$ cat config.mk
export PLATFORM = sky130hd
export DESIGN_NAME = tccw_apb_regs
export DESIGN_NICKNAME = d
export VERILOG_FILES = /design/src/text_console_char_writer_defines.svh /design/src/tccw_pkg.sv /design/src/tccw_apb_regs.sv
export SDC_FILE = /design/constraint.sdc
export NUM_CORES = 1
export LEC_CHECK = 0
export ABC_AREA = 1
export BUFFER_PORTS_ARGS = -buffer_cell sky130_fd_sc_hd__buf_2
export CELL_PAD_IN_SITES_DETAIL_PLACEMENT = 0
export CELL_PAD_IN_SITES_GLOBAL_PLACEMENT = 1
export CORE_MARGIN = 4
export CORE_UTILIZATION = 16
export CTS_BUF_LIST = sky130_fd_sc_hd__clkbuf_4 sky130_fd_sc_hd__clkbuf_8 sky130_fd_sc_hd__clkbuf_16
export CTS_CLUSTER_SIZE = 30
export DETAILED_ROUTE_END_ITERATION = 12
export GPL_ROUTABILITY_DRIVEN = 0
export PLACE_DENSITY_LB_ADDON = 0.2
export SYNTH_ARGS = -nofsm -noshare
export SYNTH_HDL_FRONTEND = slang
export SYNTH_SLANG_ARGS = --single-unit
$ cat constraint.sdc
create_clock -name clk -period 0.9 [get_ports clk]
set_clock_uncertainty 0.2 [all_clocks]
set_input_delay 0.09 -clock clk [delete_from_list [all_inputs] [get_ports clk]]
set_output_delay 0.09 -clock clk [all_outputs]
set_load 0.03 [all_outputs]
$ cat src/text_console_char_writer_defines.svh
// Assertion macros for the text console character writer.
`ifndef TEXT_CONSOLE_CHAR_WRITER_DEFINES_SVH
`define TEXT_CONSOLE_CHAR_WRITER_DEFINES_SVH

// Property checked at every rising clock edge outside reset.
`define TCCW_ASSERT(lbl, prop, msg) \
	lbl: assert property (@(posedge clk) disable iff (!arst_n) prop) else $error(msg);

// Condition in one cycle implies a condition in the following cycle.
`define TCCW_ASSERT_NEXT(lbl, pre, post, msg) \
	lbl: assert property (@(posedge clk) disable iff (!arst_n) (pre) |=> (post)) else $error(msg);

`endif

$ cat src/tccw_pkg.sv
// Shared types, constants and helpers of the text console character writer.
package tccw_pkg;

	localparam int ROW_COUNT_DEF    = 25;
	localparam int COLUMN_COUNT_DEF = 80;

	localparam int CHAR_W      = 8;
	localparam int CELL_WORD_W = 16;
	localparam int CELL_ADDR_W = 11;
	localparam int PADDR_W     = 3;
	localparam int PDATA_W     = 32;

	localparam logic [CHAR_W-1:0] BLANK_CHAR      = 8'h20;
	localparam logic [CHAR_W-1:0] NEWLINE_CODE    = 8'd10;
	localparam logic [CHAR_W-1:0] BACKSPACE_CODE  = 8'd8;
	localparam logic [CHAR_W-1:0] RESET_ATTRIBUTE = 8'h0F;

	localparam logic KIND_PUT  = 1'b0;
	localparam logic KIND_READ = 1'b1;

	// word index of a register (paddr[2])
	localparam logic REG_TEXT_ATTRIBUTE = 1'b0;

	typedef enum logic [1:0] {
		ST_IDLE,
		ST_RDWAIT,
		ST_SWEEP,
		ST_EMIT
	} state_t;

	typedef struct packed {
		logic [CHAR_W-1:0] text_attribute;
	} cfg_t;

	typedef struct packed {
		logic [CELL_WORD_W-1:0] cell_word;
		logic [CELL_ADDR_W-1:0] cursor_cell;
		logic                   screen_cleared;
	} res_t;

	function automatic int addr_width(input int n);
		return (n > 1) ? $clog2(n) : 1;
	endfunction

endpackage

$ cat src/tccw_apb_regs.sv
// APB configuration register file (text attribute).
module tccw_apb_regs (
	input  logic                           clk,
	input  logic                           arst_n,
	input  logic                           psel,
	input  logic                           penable,
	input  logic                           pwrite,
	input  logic [tccw_pkg::PADDR_W-1:0]   paddr,
	input  logic [tccw_pkg::PDATA_W-1:0]   pwdata,
	output logic [tccw_pkg::PDATA_W-1:0]   prdata,
	output logic                           pready,
	output tccw_pkg::cfg_t                 cfg
);

	logic [tccw_pkg::CHAR_W-1:0] attr_q;
	logic                        wr_attr;

	assign pready  = 1'b1;
	assign wr_attr = psel && penable && pwrite && (paddr[2] == tccw_pkg::REG_TEXT_ATTRIBUTE);

	always_ff @(posedge clk or negedge arst_n) begin
		if (!arst_n) begin
			attr_q <= tccw_pkg::RESET_ATTRIBUTE;
		end else if (wr_attr) begin
			attr_q <= pwdata[tccw_pkg::CHAR_W-1:0];
		end
	end

	always_comb begin
		prdata = '0;
		if (paddr[2] == tccw_pkg::REG_TEXT_ATTRIBUTE) begin
			prdata = tccw_pkg::PDATA_W'(attr_q);
		end
	end

	assign cfg.text_attribute = attr_q;

endmodule

==> flow_metrics.py <==
metrics = {
    "outcome": {
        "outcome": "complete, but fails checks",
        "violations": "negative hold slack, negative setup slack",
    },
    "setup_path": {
        "crit_buf_inv": 2,
        "cp_slowest_cell": "dfstp_2",
        "required_ns": 0.61,
        "crit_fanout": 3,
        "cp-start-kind": "register",
        "rrSetupSlack_ns": -0.01,
        "critPathTopFamily": "flip-flops",
        "cp.arrival_ns": 1.00,
        "crit_path_max_incr_delay_ns": 0.54,
        "crit_path_end_kind": "output pin",
        "crit_type": "reg -> out",
        "path_cells": "inv_2 > nor2_4 > buf_6",
    },
    "final_layout": {
        "diodes": 0,
        "fin_cells": 167,
        "syn_to_final_growth_pct": 65.0,
        "nNetsFinal": 160,
        "drive_above_1_share": 0.563,
        "largest_reg_flops": 8,
        "stdcell_area_um2": 1010,
    },
    "clock_tree": {
        "holdBufCountCts": 1,
        "cts.clk_slew.worst_paths_ns": 0.04,
        "htree_levels": 1,
        "clock-sinks": 8,
        "worstSkewPairLatency_ns": 0.22,
        "root_buffer": "clkbuf_8",
        "cts_buffers": 3,
        "cts_buffer_depth": 2,
        "tritoncts": "built",
    },
    "routing": {
        "vias": 528,
        "drc": 0,
        "wl_per_cell_um": 8.14,
        "viasPerCell": 3.16,
        "drtIter0Drc": 6,
        "wirelength_mm": 1.36,
        "ant_nets": 0,
        "first_pass_iters": 2,
    },
    "floorplan": {
        "initial_core_util": 0.167,
        "coreArea_um2": 3690,
        "die_y_um": 70.0,
        "row_count": 22,
        "dieWidth_um": 70.0,
        "die_area_um2": 4900,
        "pin_count": 81,
    },
    "synth": {
        "syn_inst": 81,
        "synth_edf_count": 0,
        "yosysMostFrequentCell": "buf_4",
        "synth_area_leaders": "buf_4, dfstp_2, dfrtp_1",
        "synth-seq-cells": 8,
        "avgSynthCellArea_um2": 7.58,
        "synth_top_area_share": 0.305,
        "yosys.area.top_type": "buf_4",
        "synth_cell_type_count": 12,
        "synth_common_cells": "buf_4, nand2_1, inv_1, nand3_1, nor2_1",
        "async_flop_share": 1.00,
        "yosys_warnings": 0,
        "synth_flop_cell": "dfstp_2",
        "seq_area_frac_synth": 0.334,
        "synthesis.area_um2": 614,
    },
    "sta": {
        "rsz0062_at_grt": "yes",
        "slew_violations": 0,
        "tns_ns": -4.68,
        "hold_viol": 8,
        "final-setup-viol-count": 17,
        "fmax_mhz": 773,
        "fin_crit_ns": 1.29,
        "worst_slack_ns": -0.393,
        "whs_ns": -0.109,
        "period_share": 1.44,
    },
    "grt": {
        "first_global_vias": 526,
        "grt_usage": 0.0561,
        "antenna_found_initial": 0,
        "grt_pass1_wl_mm": 2.25,
        "grt_overflow": 0,
        "grt_max_degree": 9,
    },
    "place": {
        "portBuffers": 29,
        "dpl.hpwl_mm": 1.26,
        "place_inst": 160,
        "placed_area_um2": 847,
        "dp_slack_ns": -0.239,
    },
    "power_and_ir_drop": {
        "powerDensity_nw_per_um2": 1870,
        "leakagePower_nw": 0.539,
        "ir_drop_mv": 0.444,
    },
    "run": {
        "cap_violations": 0,
    },
    "hold_path": {
        "hold_path.class": "in -> reg",
    },
}
## per-stage QoR
stage | power (mW) | utilization
finish | 1.90 | 0.275
global route | 2.00 | 0.275
CTS | 1.87 | 0.267
detailed placement | 1.29 | 0.230
global placement | 1.28 | 0.230
floorplan | 1.17 | -
## report_power, final
part | internal (mW) | switching (mW)
clock | 0.336 | 0.131
sequential | 0.462 | 0.0690
combinational | 0.332 | 0.566
## worst reg2reg max path, stage by stage, from the launching register on
cell and delay [ns]:
dfstp_2 0.54, nand2_1 0.05, nand2_1 0.06
## area by class of cell
| cell class | count | area [µm²] |
|---|---|---|
| tap | 48 | 60.1 |
| clock buffer | 4 | 48.8 |
| inverter | 10 | 37.5 |
| multi-input combinational | 60 | 319 |
| fill | 403 | 2680 |
| sequential | 8 | 210 |
| timing repair buffer | 37 | 338 |
## cells in the final DEF (no fill, tap or decap), drive strengths merged
cell and instances:
nand3 8, nor2 9, dfrtp 4, dfstp 4, inv 10, clkbuf 4, nand2 18, buf 36
dlygate4sd3 1, conb 25
## repair_timing
item	in CTS	in global routing
resized for setup	26	6
buffers inserted	0	2
endpoints found under the setup margin	18	20
pin swaps	8	0
endpoints found under the hold margin	16	8
## worst paths after layout
| path | startpoint | end | cells past startpoint |
|---|---|---|---|
| min in group asynchronous | arst_n | cfg[7] | 2 |
| max in group asynchronous | arst_n | cfg[0] | 2 |
| worst max-delay path | cfg[2] | prdata[2] | 3 |
| worst min-delay path | pwdata[3] | cfg[3] | 3 |
| worst max register to register | cfg[1] | cfg[1] | 2 |
| worst min register to register | cfg[3] | cfg[3] | 2 |
## routing by layer
layer / vias to the layer above / part of all wire / global-route usage
li1: 265 / - / -
met1: 223 / 0.32 / 0.0561
met2: 38 / 0.51 / 0.105
met3: 2 / 0.14 / 0.00863
met4: 0 / 0.023 / 0.0383
met5: - / 0 / 0
## kinds of logic after synthesis
kind of cell | after synthesis | share of synthesized area
buf+inv | 36 | 0.385
flops | 8 | 0.334
other cells | 2 | 0.0122
simple gates | 35 | 0.269
No activity file was read; power rests on OpenSTA's default activity.
