$ cat config.mk
export PLATFORM = sky130hd
export DESIGN_NAME = tccw_ctrl_flat
export DESIGN_NICKNAME = d
export VERILOG_FILES = /design/src/tccw_pkg.sv /design/src/tccw_chan_if.sv /design/src/tccw_ctrl.sv /design/src/flat_wrapper.sv
export VERILOG_INCLUDE_DIRS = /design/src /design/src/src
export SDC_FILE = /design/constraint.sdc
export NUM_CORES = 1
export LEC_CHECK = 0
export BUFFER_PORTS_ARGS = -buffer_cell sky130_fd_sc_hd__buf_2
export CAP_MARGIN = 30
export CORE_UTILIZATION = 40
export CTS_CLUSTER_DIAMETER = 120
export CTS_CLUSTER_SIZE = 28
export DETAILED_ROUTE_END_ITERATION = 7
export GPL_TIMING_DRIVEN = 0
export PLACE_DENSITY_LB_ADDON = 0.05
export SLEW_MARGIN = 20
export SYNTH_ARGS = -nofsm -noshare
export SYNTH_HDL_FRONTEND = slang
export SYNTH_SLANG_ARGS = --single-unit
$ cat constraint.sdc
create_clock -name clk -period 4.1 [get_ports clk]
set_input_delay 0.205 -clock clk [delete_from_list [all_inputs] [get_ports clk]]
set_output_delay 0.205 -clock clk [all_outputs]
set_load 0.005 [all_outputs]
$ cat src/text_console_char_writer_defines.svh
// Assertion macros for the text console character writer.
`ifndef TEXT_CONSOLE_CHAR_WRITER_DEFINES_SVH
`define TEXT_CONSOLE_CHAR_WRITER_DEFINES_SVH

// Property checked at every rising clock edge outside reset.
`define TCCW_ASSERT(lbl, prop, msg) \
	lbl: assert property (@(posedge clk) disable iff (!arst_n) prop) else $error(msg);

// Condition in one cycle implies a condition in the following cycle.
`define TCCW_ASSERT_NEXT(lbl, pre, post, msg) \
	lbl: assert property (@(posedge clk) disable iff (!arst_n) (pre) |=> (post)) else $error(msg);

`endif

$ cat src/tccw_pkg.sv
// Shared types, constants and helpers of the text console character writer.
package tccw_pkg;

	localparam int ROW_COUNT_DEF    = 25;
	localparam int COLUMN_COUNT_DEF = 80;

	localparam int CHAR_W      = 8;
	localparam int CELL_WORD_W = 16;
	localparam int CELL_ADDR_W = 11;
	localparam int PADDR_W     = 3;
	localparam int PDATA_W     = 32;

	localparam logic [CHAR_W-1:0] BLANK_CHAR      = 8'h20;
	localparam logic [CHAR_W-1:0] NEWLINE_CODE    = 8'd10;
	localparam logic [CHAR_W-1:0] BACKSPACE_CODE  = 8'd8;
	localparam logic [CHAR_W-1:0] RESET_ATTRIBUTE = 8'h0F;

	localparam logic KIND_PUT  = 1'b0;
	localparam logic KIND_READ = 1'b1;

	// word index of a register (paddr[2])
	localparam logic REG_TEXT_ATTRIBUTE = 1'b0;

	typedef enum logic [1:0] {
		ST_IDLE,
		ST_RDWAIT,
		ST_SWEEP,
		ST_EMIT
	} state_t;

	typedef struct packed {
		logic [CHAR_W-1:0] text_attribute;
	} cfg_t;

	typedef struct packed {
		logic [CELL_WORD_W-1:0] cell_word;
		logic [CELL_ADDR_W-1:0] cursor_cell;
		logic                   screen_cleared;
	} res_t;

	function automatic int addr_width(input int n);
		return (n > 1) ? $clog2(n) : 1;
	endfunction

endpackage

$ cat src/tccw_chan_if.sv
// Request and result channel interfaces of the text console character writer.
interface tccw_req_if;
	logic                                 valid;
	logic                                 ready;
	logic                                 kind;
	logic [tccw_pkg::CHAR_W-1:0]          char_code;
	logic [tccw_pkg::CELL_ADDR_W-1:0]     cell_address;

	modport source (output valid, output kind, output char_code, output cell_address,
		input ready);
	modport sink (input valid, input kind, input char_code, input cell_address,
		output ready);
endinterface

interface tccw_res_if;
	logic                                 valid;
	logic                                 ready;
	logic [tccw_pkg::CELL_WORD_W-1:0]     cell_word;
	logic [tccw_pkg::CELL_ADDR_W-1:0]     cursor_cell;
	logic                                 screen_cleared;

	modport source (output valid, output cell_word, output cursor_cell,
		output screen_cleared, input ready);
	modport sink (input valid, input cell_word, input cursor_cell,
		input screen_cleared, output ready);
endinterface

$ cat src/tccw_ctrl.sv
// Cursor tracking, request sequencing, clearing sweep and result register.
`include "text_console_char_writer_defines.svh"

module tccw_ctrl #(
	parameter int ROW_COUNT    = tccw_pkg::ROW_COUNT_DEF,
	parameter int COLUMN_COUNT = tccw_pkg::COLUMN_COUNT_DEF
) (
	input  logic                                                    clk,
	input  logic                                                    arst_n,
	input  tccw_pkg::cfg_t                                          cfg,
	tccw_req_if.sink                                                req,
	tccw_res_if.source                                              res,
	output logic                                                    mem_we,
	output logic [tccw_pkg::addr_width(ROW_COUNT*COLUMN_COUNT)-1:0] mem_waddr,
	output logic [tccw_pkg::CELL_WORD_W-1:0]                        mem_wdata,
	output logic                                                    mem_re,
	output logic [tccw_pkg::addr_width(ROW_COUNT*COLUMN_COUNT)-1:0] mem_raddr,
	input  logic [tccw_pkg::CELL_WORD_W-1:0]                        mem_rdata
);

	localparam int CELL_TOTAL = ROW_COUNT * COLUMN_COUNT;
	localparam int ADDR_W     = tccw_pkg::addr_width(CELL_TOTAL);
	localparam int CUR_W      = $clog2(CELL_TOTAL + 1);
	localparam int COL_W      = tccw_pkg::addr_width(COLUMN_COUNT);
	localparam int GAP_W      = COL_W + 1;
	localparam int WORD_W     = tccw_pkg::CELL_WORD_W;

	tccw_pkg::state_t      state_q, state_nx;
	logic [CUR_W-1:0]      cursor_q;
	logic [COL_W-1:0]      col_q;
	logic [ADDR_W-1:0]     sweep_cnt_q;
	logic [WORD_W-1:0]     sweep_word_q;
	logic                  sweep_emit_q;
	logic                  out_valid_q;
	tccw_pkg::res_t        res_q;
	tccw_pkg::res_t        out_q;
	logic                  rd_ok_q;

	logic                  accept;
	logic                  is_put;
	logic                  wrap;
	logic                  sweep_last;
	logic                  out_free;
	logic                  load_out;
	logic [WORD_W-1:0]     put_word;
	logic [WORD_W-1:0]     blank_word;
	logic [WORD_W-1:0]     put_data;
	logic [WORD_W-1:0]     put_res_word;
	logic [ADDR_W-1:0]     put_addr;
	logic                  put_we;
	logic [CUR_W-1:0]      nx_cursor;
	logic [COL_W-1:0]      nx_col;
	logic [GAP_W-1:0]      gap;

	assign accept     = req.valid && req.ready;
	assign is_put     = (req.kind == tccw_pkg::KIND_PUT);
	assign put_word   = {cfg.text_attribute, req.char_code};
	assign blank_word = {cfg.text_attribute, tccw_pkg::BLANK_CHAR};
	assign gap        = GAP_W'(COLUMN_COUNT) - {1'b0, col_q};
	assign sweep_last = (sweep_cnt_q == ADDR_W'(CELL_TOTAL - 1));
	assign out_free   = !out_valid_q || res.ready;

	// put datapath: next cursor, column and the cell written
	always_comb begin
		nx_cursor    = cursor_q;
		nx_col       = col_q;
		put_we       = 1'b0;
		put_addr     = ADDR_W'(cursor_q);
		put_data     = put_word;
		put_res_word = '0;
		priority if (req.char_code == tccw_pkg::NEWLINE_CODE) begin
			nx_cursor = cursor_q + CUR_W'(gap);
			nx_col    = '0;
		end else if (req.char_code == tccw_pkg::BACKSPACE_CODE) begin
			if (cursor_q != '0) begin
				nx_cursor    = cursor_q - CUR_W'(1);
				nx_col       = (col_q == '0) ? COL_W'(COLUMN_COUNT - 1) : col_q - COL_W'(1);
				put_we       = 1'b1;
				put_addr     = ADDR_W'(cursor_q - CUR_W'(1));
				put_data     = blank_word;
				put_res_word = blank_word;
			end
		end else begin
			nx_cursor    = cursor_q + CUR_W'(1);
			nx_col       = (col_q == COL_W'(COLUMN_COUNT - 1)) ? '0 : col_q + COL_W'(1);
			put_we       = 1'b1;
			put_res_word = put_word;
		end
		wrap = (nx_cursor >= CUR_W'(CELL_TOTAL));
	end

	// next state
	always_comb begin
		state_nx = state_q;
		unique case (state_q)
			tccw_pkg::ST_IDLE: begin
				if (accept) begin
					priority if (!is_put) begin
						state_nx = tccw_pkg::ST_RDWAIT;
					end else if (wrap) begin
						state_nx = tccw_pkg::ST_SWEEP;
					end else begin
						state_nx = tccw_pkg::ST_EMIT;
					end
				end
			end
			tccw_pkg::ST_RDWAIT: begin
				state_nx = tccw_pkg::ST_EMIT;
			end
			tccw_pkg::ST_SWEEP: begin
				if (sweep_last) begin
					state_nx = sweep_emit_q ? tccw_pkg::ST_EMIT : tccw_pkg::ST_IDLE;
				end
			end
			tccw_pkg::ST_EMIT: begin
				if (out_free) begin
					state_nx = tccw_pkg::ST_IDLE;
				end
			end
			default: begin
				state_nx = tccw_pkg::ST_IDLE;
			end
		endcase
	end

	// outputs and memory controls
	always_comb begin
		req.ready = (state_q == tccw_pkg::ST_IDLE);
		mem_re    = 1'b0;
		mem_we    = 1'b0;
		mem_waddr = put_addr;
		mem_wdata = put_data;
		mem_raddr = ADDR_W'(req.cell_address);
		load_out  = 1'b0;
		unique case (state_q)
			tccw_pkg::ST_IDLE: begin
				mem_re = accept && !is_put;
				// a wrapping put is blanked by the sweep anyway
				mem_we = accept && is_put && put_we && !wrap;
			end
			tccw_pkg::ST_SWEEP: begin
				mem_we    = 1'b1;
				mem_waddr = sweep_cnt_q;
				mem_wdata = sweep_word_q;
			end
			tccw_pkg::ST_EMIT: begin
				load_out = out_free;
			end
			default: begin
			end
		endcase
	end

	// control registers; reset starts the clearing sweep
	always_ff @(posedge clk or negedge arst_n) begin
		if (!arst_n) begin
			state_q      <= tccw_pkg::ST_SWEEP;
			cursor_q     <= '0;
			col_q        <= '0;
			sweep_cnt_q  <= '0;
			sweep_word_q <= {tccw_pkg::RESET_ATTRIBUTE, tccw_pkg::BLANK_CHAR};
			sweep_emit_q <= 1'b0;
			out_valid_q  <= 1'b0;
		end else begin
			state_q <= state_nx;
			if (state_q == tccw_pkg::ST_IDLE && accept && is_put) begin
				cursor_q <= wrap ? '0 : nx_cursor;
				col_q    <= wrap ? '0 : nx_col;
				if (wrap) begin
					sweep_cnt_q  <= '0;
					sweep_word_q <= blank_word;
					sweep_emit_q <= 1'b1;
				end
			end
			if (state_q == tccw_pkg::ST_SWEEP) begin
				sweep_cnt_q <= sweep_cnt_q + ADDR_W'(1);
			end
			if (load_out) begin
				out_valid_q <= 1'b1;
			end else if (res.ready) begin
				out_valid_q <= 1'b0;
			end
		end
	end

	// result payload
	always_ff @(posedge clk) begin
		if (state_q == tccw_pkg::ST_IDLE && accept) begin
			if (is_put) begin
				res_q.cell_word      <= put_res_word;
				res_q.cursor_cell    <= wrap ? '0 : tccw_pkg::CELL_ADDR_W'(nx_cursor);
				res_q.screen_cleared <= wrap;
			end else begin
				rd_ok_q              <= ({1'b0, req.cell_address} < 12'(CELL_TOTAL)) ||
				                        (CELL_TOTAL > 2047);
				res_q.cursor_cell    <= tccw_pkg::CELL_ADDR_W'(cursor_q);
				res_q.screen_cleared <= 1'b0;
			end
		end
		if (state_q == tccw_pkg::ST_RDWAIT) begin
			res_q.cell_word <= rd_ok_q ? mem_rdata : '0;
		end
		if (load_out) begin
			out_q <= res_q;
		end
	end

	assign res.valid          = out_valid_q;
	assign res.cell_word      = out_q.cell_word;
	assign res.cursor_cell    = out_q.cursor_cell;
	assign res.screen_cleared = out_q.screen_cleared;

	`TCCW_ASSERT(a_cursor_in_range, cursor_q < CUR_W'(CELL_TOTAL), "cursor past last cell")
	`TCCW_ASSERT(a_col_in_range, col_q <= COL_W'(COLUMN_COUNT - 1), "column out of range")
	`TCCW_ASSERT(a_sweep_home, (state_q == tccw_pkg::ST_SWEEP) |-> (cursor_q == '0 && col_q == '0), "cursor not home during sweep")
	`TCCW_ASSERT(a_write_owner, mem_we |-> (state_q == tccw_pkg::ST_IDLE || state_q == tccw_pkg::ST_SWEEP), "cell write outside put or sweep")
	`TCCW_ASSERT_NEXT(a_read_lands, state_q == tccw_pkg::ST_RDWAIT, state_q == tccw_pkg::ST_EMIT, "read result not emitted")

endmodule

$ cat src/flat_wrapper.sv
// flat-port wrapper written by rule: the top's interface ports become plain ports
module tccw_ctrl_flat 
#(
	parameter int ROW_COUNT    = tccw_pkg::ROW_COUNT_DEF,
	parameter int COLUMN_COUNT = tccw_pkg::COLUMN_COUNT_DEF
)
  (clk, arst_n, cfg, mem_we, mem_waddr, mem_wdata, mem_re, mem_raddr, mem_rdata, req_valid, req_kind, req_char_code, req_cell_address, req_ready, res_valid, res_cell_word, res_cursor_cell, res_screen_cleared, res_ready);
  tccw_req_if req_i ();
  tccw_res_if res_i ();
  input  logic clk;
  input  logic arst_n;
  input  tccw_pkg::cfg_t cfg;
  output logic mem_we;
  output logic [tccw_pkg::addr_width(ROW_COUNT*COLUMN_COUNT)-1:0] mem_waddr;
  output logic [tccw_pkg::CELL_WORD_W-1:0] mem_wdata;
  output logic mem_re;
  output logic [tccw_pkg::addr_width(ROW_COUNT*COLUMN_COUNT)-1:0] mem_raddr;
  input  logic [tccw_pkg::CELL_WORD_W-1:0] mem_rdata;
  input wire logic [$bits(req_i.valid)-1:0] req_valid;
  input wire logic [$bits(req_i.kind)-1:0] req_kind;
  input wire logic [$bits(req_i.char_code)-1:0] req_char_code;
  input wire logic [$bits(req_i.cell_address)-1:0] req_cell_address;
  output wire logic [$bits(req_i.ready)-1:0] req_ready;
  output wire logic [$bits(res_i.valid)-1:0] res_valid;
  output wire logic [$bits(res_i.cell_word)-1:0] res_cell_word;
  output wire logic [$bits(res_i.cursor_cell)-1:0] res_cursor_cell;
  output wire logic [$bits(res_i.screen_cleared)-1:0] res_screen_cleared;
  input wire logic [$bits(res_i.ready)-1:0] res_ready;
  assign req_i.valid = req_valid;
  assign req_i.kind = req_kind;
  assign req_i.char_code = req_char_code;
  assign req_i.cell_address = req_cell_address;
  assign req_ready = req_i.ready;
  assign res_valid = res_i.valid;
  assign res_cell_word = res_i.cell_word;
  assign res_cursor_cell = res_i.cursor_cell;
  assign res_screen_cleared = res_i.screen_cleared;
  assign res_i.ready = res_ready;
  tccw_ctrl #(.ROW_COUNT(ROW_COUNT), .COLUMN_COUNT(COLUMN_COUNT)) u_core (.clk(clk), .arst_n(arst_n), .cfg(cfg), .req(req_i), .res(res_i), .mem_we(mem_we), .mem_waddr(mem_waddr), .mem_wdata(mem_wdata), .mem_re(mem_re), .mem_raddr(mem_raddr), .mem_rdata(mem_rdata));
endmodule
==> flow_metrics.env <==
export IMPL_status="completed"
export IMPL_async_flop_share=0.4184
export IMPL_final_cells=939
export IMPL_fillCellCount=1333
export IMPL_yosys_top_cells_count="98 x nand2_1, 57 x edfxtp_1, 42 x o21ai_0, 38 x nor2_1, 36 x dfrtp_1"
export IMPL_worst_hold_path_type="in -> reg"
export IMPL_reg2reg_from="u_core.col_q[3]"
export IMPL_synth_fa_ha_area_frac=0.03297
export IMPL_grt_overflow_total=0
export IMPL_synth_flop_cell="edfxtp_1"
export IMPL_synth_seq_cells=98
export IMPL_required_ps=3890
export IMPL_cts_root_buf="clkbuf_16"
export IMPL_start_util=0.4089
export IMPL_syn_area_per_cell_sq_um=9.565
export IMPL_synth_area_mux_share=0.01881
export IMPL_std_cell_rows=44
export IMPL_placedCellCount=918
export IMPL_drt_total_wl_microns=17350
export IMPL_met1_usage=0.3319
export IMPL_synth_xor_area_share=0.02811
export IMPL_synth_top_area_cell="edfxtp_1"
export IMPL_period_minus_slack_ps=3905
export IMPL_cts_sinks=98
export IMPL_use_met2=0.3628
export IMPL_crit_path_end_kind="output port"
export IMPL_p_per_area_nw_per_um2=582.9
export IMPL_yosysUniqueCellTypes=75
export IMPL_clk_latency_ps=360
export IMPL_relSlewSlack=0.3926
export IMPL_clkSlewWorstSetupHoldPaths_ps=80
export IMPL_grt_pass1_vias=4900
export IMPL_yosysTopAreaCellShare=0.2891
export IMPL_reg2regPathDepth=15
export IMPL_die_area_sq_um=15290
export IMPL_critical_path_startpoint="u_core.col_q[3]"
export IMPL_htreeDepth=3
export IMPL_final_layout_size_suffix_gt1_frac=0.2596
export IMPL_yosys_area_share_simple=0.2117
export IMPL_n_antenna_cell=0
export IMPL_drt_pass1_iterations=5
export IMPL_cap_viol_max_count=0
export IMPL_seqCellArea_sq_um=2745
export IMPL_routedWlPerCell_microns=18.48
export IMPL_leakage_nw=3.123
export IMPL_fin_area_sq_um=7197
export IMPL_grt_use_total=0.2327
export IMPL_synth_area_leaders="edfxtp_1 29%, dfrtp_1 15%, nand2_1 6.2%"
export IMPL_ant_nets=0
export IMPL_yosysSeqAreaShare=0.4634
export IMPL_gr_usage_met3=0.03800
export IMPL_drtIter0Drc=414
export IMPL_synth_edf_count=57
export IMPL_synth_top_family_by_area="simple AND/OR/NAND/NOR gates"
export IMPL_post_dp_hpwl_microns=13130
export IMPL_cp_max_fo=10
export IMPL_synth_nets=682
export IMPL_rsz0062_at_grt="false"
export IMPL_port_buffers=111
export IMPL_viasPerCell=5.750
export IMPL_synth_most_common_cell="nand2_1"
export IMPL_die_w_microns=123.7
export IMPL_worstSetupEndpoint="mem_we"
export IMPL_reg2reg_to="u_core.res_q[1]"
export IMPL_hold_violations=0
export IMPL_tns_ps=0
export IMPL_top_usage_layer="met2"
export IMPL_tritoncts="yes"
export IMPL_numCtsBuffers=9
export IMPL_max_freq_mhz=256.1
export IMPL_final_period_utilization=0.9525
export IMPL_antenna_found_initial=0
export IMPL_area_delta_synth_final_pct=21.56
export IMPL_synthesis_area_sq_um=5921
export IMPL_utilization=0.4971
export IMPL_worstPathArrival_ps=3700
export IMPL_start_kind="register"
export IMPL_synth_compound_area_frac=0.1917
export IMPL_drcViolationCount=0
export IMPL_core_sq_um=14480
export IMPL_peakVddDrop_mv=0.2371
export IMPL_power_mw=4.195
export IMPL_synth_warnings=0
export IMPL_grt_first_pass_wirelength_microns=26470
export IMPL_fin_worst_skew_ps=12.42
export IMPL_gp_congestion=0.9392
export IMPL_worst_pin_slew_ps=909.2
export IMPL_pin_count=118
export IMPL_multi_input_area_sq_um=2954
export IMPL_dpl_cell_area_sq_um=6780
export IMPL_maxSlewViolCount=0
export IMPL_grt_max_degree=28
export IMPL_rrSetupSlack_ps=200
export IMPL_final_setup_viol_count=0
export IMPL_worstSetupPathType="reg -> out"
export IMPL_die_h_microns=123.7
export IMPL_cts_buffer_depth=2
export IMPL_vias=5399
export IMPL_syn_inst=619
export IMPL_layout_nets=813
[kinds of logic after synthesis]
logic type      after synthesis
compound gates              165
xor+xnor                     19
fa+ha+maj                    15
buf+inv                      66
flops                        98
mux                          10
simple gates                246
[registers in the layout, summed over array words and instances (netlist names)]
name / cells
u_core.sweep_cnt_q: 11
u_core.res_q: 28
u_core.rd_ok_q: 1
u_core.sweep_emit_q: 1
u_core.sweep_word_q: 8
u_core.res.cursor_cell: 11
u_core.res.screen_cleared: 1
u_core.res.cell_word: 16
u_core.col_q: 7
u_core.res.valid: 1
u_core.cursor_q: 11
u_core.state_q: 2
[critical path: stages, from the launching register on]
cell      delay [ps]
dfrtp_1          360
clkbuf_1         230
nor2_2           200
nand2_1          150
xnor2_2          210
ha_4             250
a21o_1           210
a31o_2           240
o21a_1           200
o311ai_0         350
o211ai_1         230
a21oi_2          180
nand3_2          140
nand2_4          150
o21ai_0           90
buf_2            160
[per-stage QoR]
stage / hold slack, ps / setup slack [ps]
6_report: 98.60 / 194.8
3_5_place_dp: 203.7 / -247.8
2_1_floorplan: -90.59 / 552.5
3_3_place_gp: 400.3 / -217.5
5_1_grt: 104.0 / 10.55
4_1_cts: 91.02 / -47.08
[placed cells by master, fill, tap and decap left out, types with 4 or more instances in the layout]
master       n
buf_6        4
nand2_1     97
dfrtp_1     35
a21oi_2      4
o22ai_1      5
xnor2_1     12
inv_1       12
nor2_1      37
clkbuf_16    9
dfstp_2      5
mux2_1       8
a31oi_1      5
ha_1        12
nand4_1      5
nor3_1      14
o211ai_1     4
and2_1       7
xor2_1       6
buf_4       18
o2111ai_1    4
nor2b_1      9
a21o_1       7
o31ai_1     16
a21oi_1     23
clkbuf_1    29
a22o_1      15
edfxtp_1    57
o21ai_0     40
nand3_1     24
and3_1      15
buf_2      117
[layout make-up]
type,count,share of cell area
plain buffers,51,0.03599
clock buffers,9,0.03129
clock inverters,7,0.008519
inverters,13,0.006780
multi-input cells,455,0.4105
flip-flops and latches,98,0.3814
well taps,184,0.03199
repair buffers,122,0.09353
[per-layer routing]
metal	part of all wire	vias to the layer above	wire (microns)
met5	0	-	0
met4	0.016	0	285
met3	0.066	28	1153
met2	0.46	232	7963
met1	0.46	2596	7948
li1	-	2543	-
[power breakdown]
group	leakage, nW	total, mW	switching, mW	internal [mW]
registers	1.06	1.54	0.144	1.39
logic	1.92	1.83	1.11	0.717
clock network	0.140	0.830	0.406	0.424
[timing repair]
item / 4_1_cts / 5_1_grt
buffers inserted: 1 / 5
endpoints found under the setup margin: 17 / 33
gates cloned: 0 / 0
hold endpoints to repair: 15 / 0
pin swaps: 0 / 3
hold buffers: 1 / 0
resized for setup: 4 / 14
[worst min-delay path by stage]
| stage | from | endpoint | slack, ps | cells past startpoint |
|---|---|---|---|---|
| floorplan | arst_n | u_core.col_q[0] | -90 | 0 |
| global placement | u_core.res_q[14] | u_core.res.cell_word[2] | 400 | 0 |
| detailed placement | arst_n | u_core.sweep_word_q[12] | 200 | 1 |
| CTS | cfg[1] | u_core.sweep_word_q[9] | 90 | 2 |
| global route | cfg[2] | u_core.sweep_word_q[10] | 100 | 2 |
| finish | cfg[1] | u_core.sweep_word_q[9] | 100 | 2 |
(Power assumes the default switching activity.)
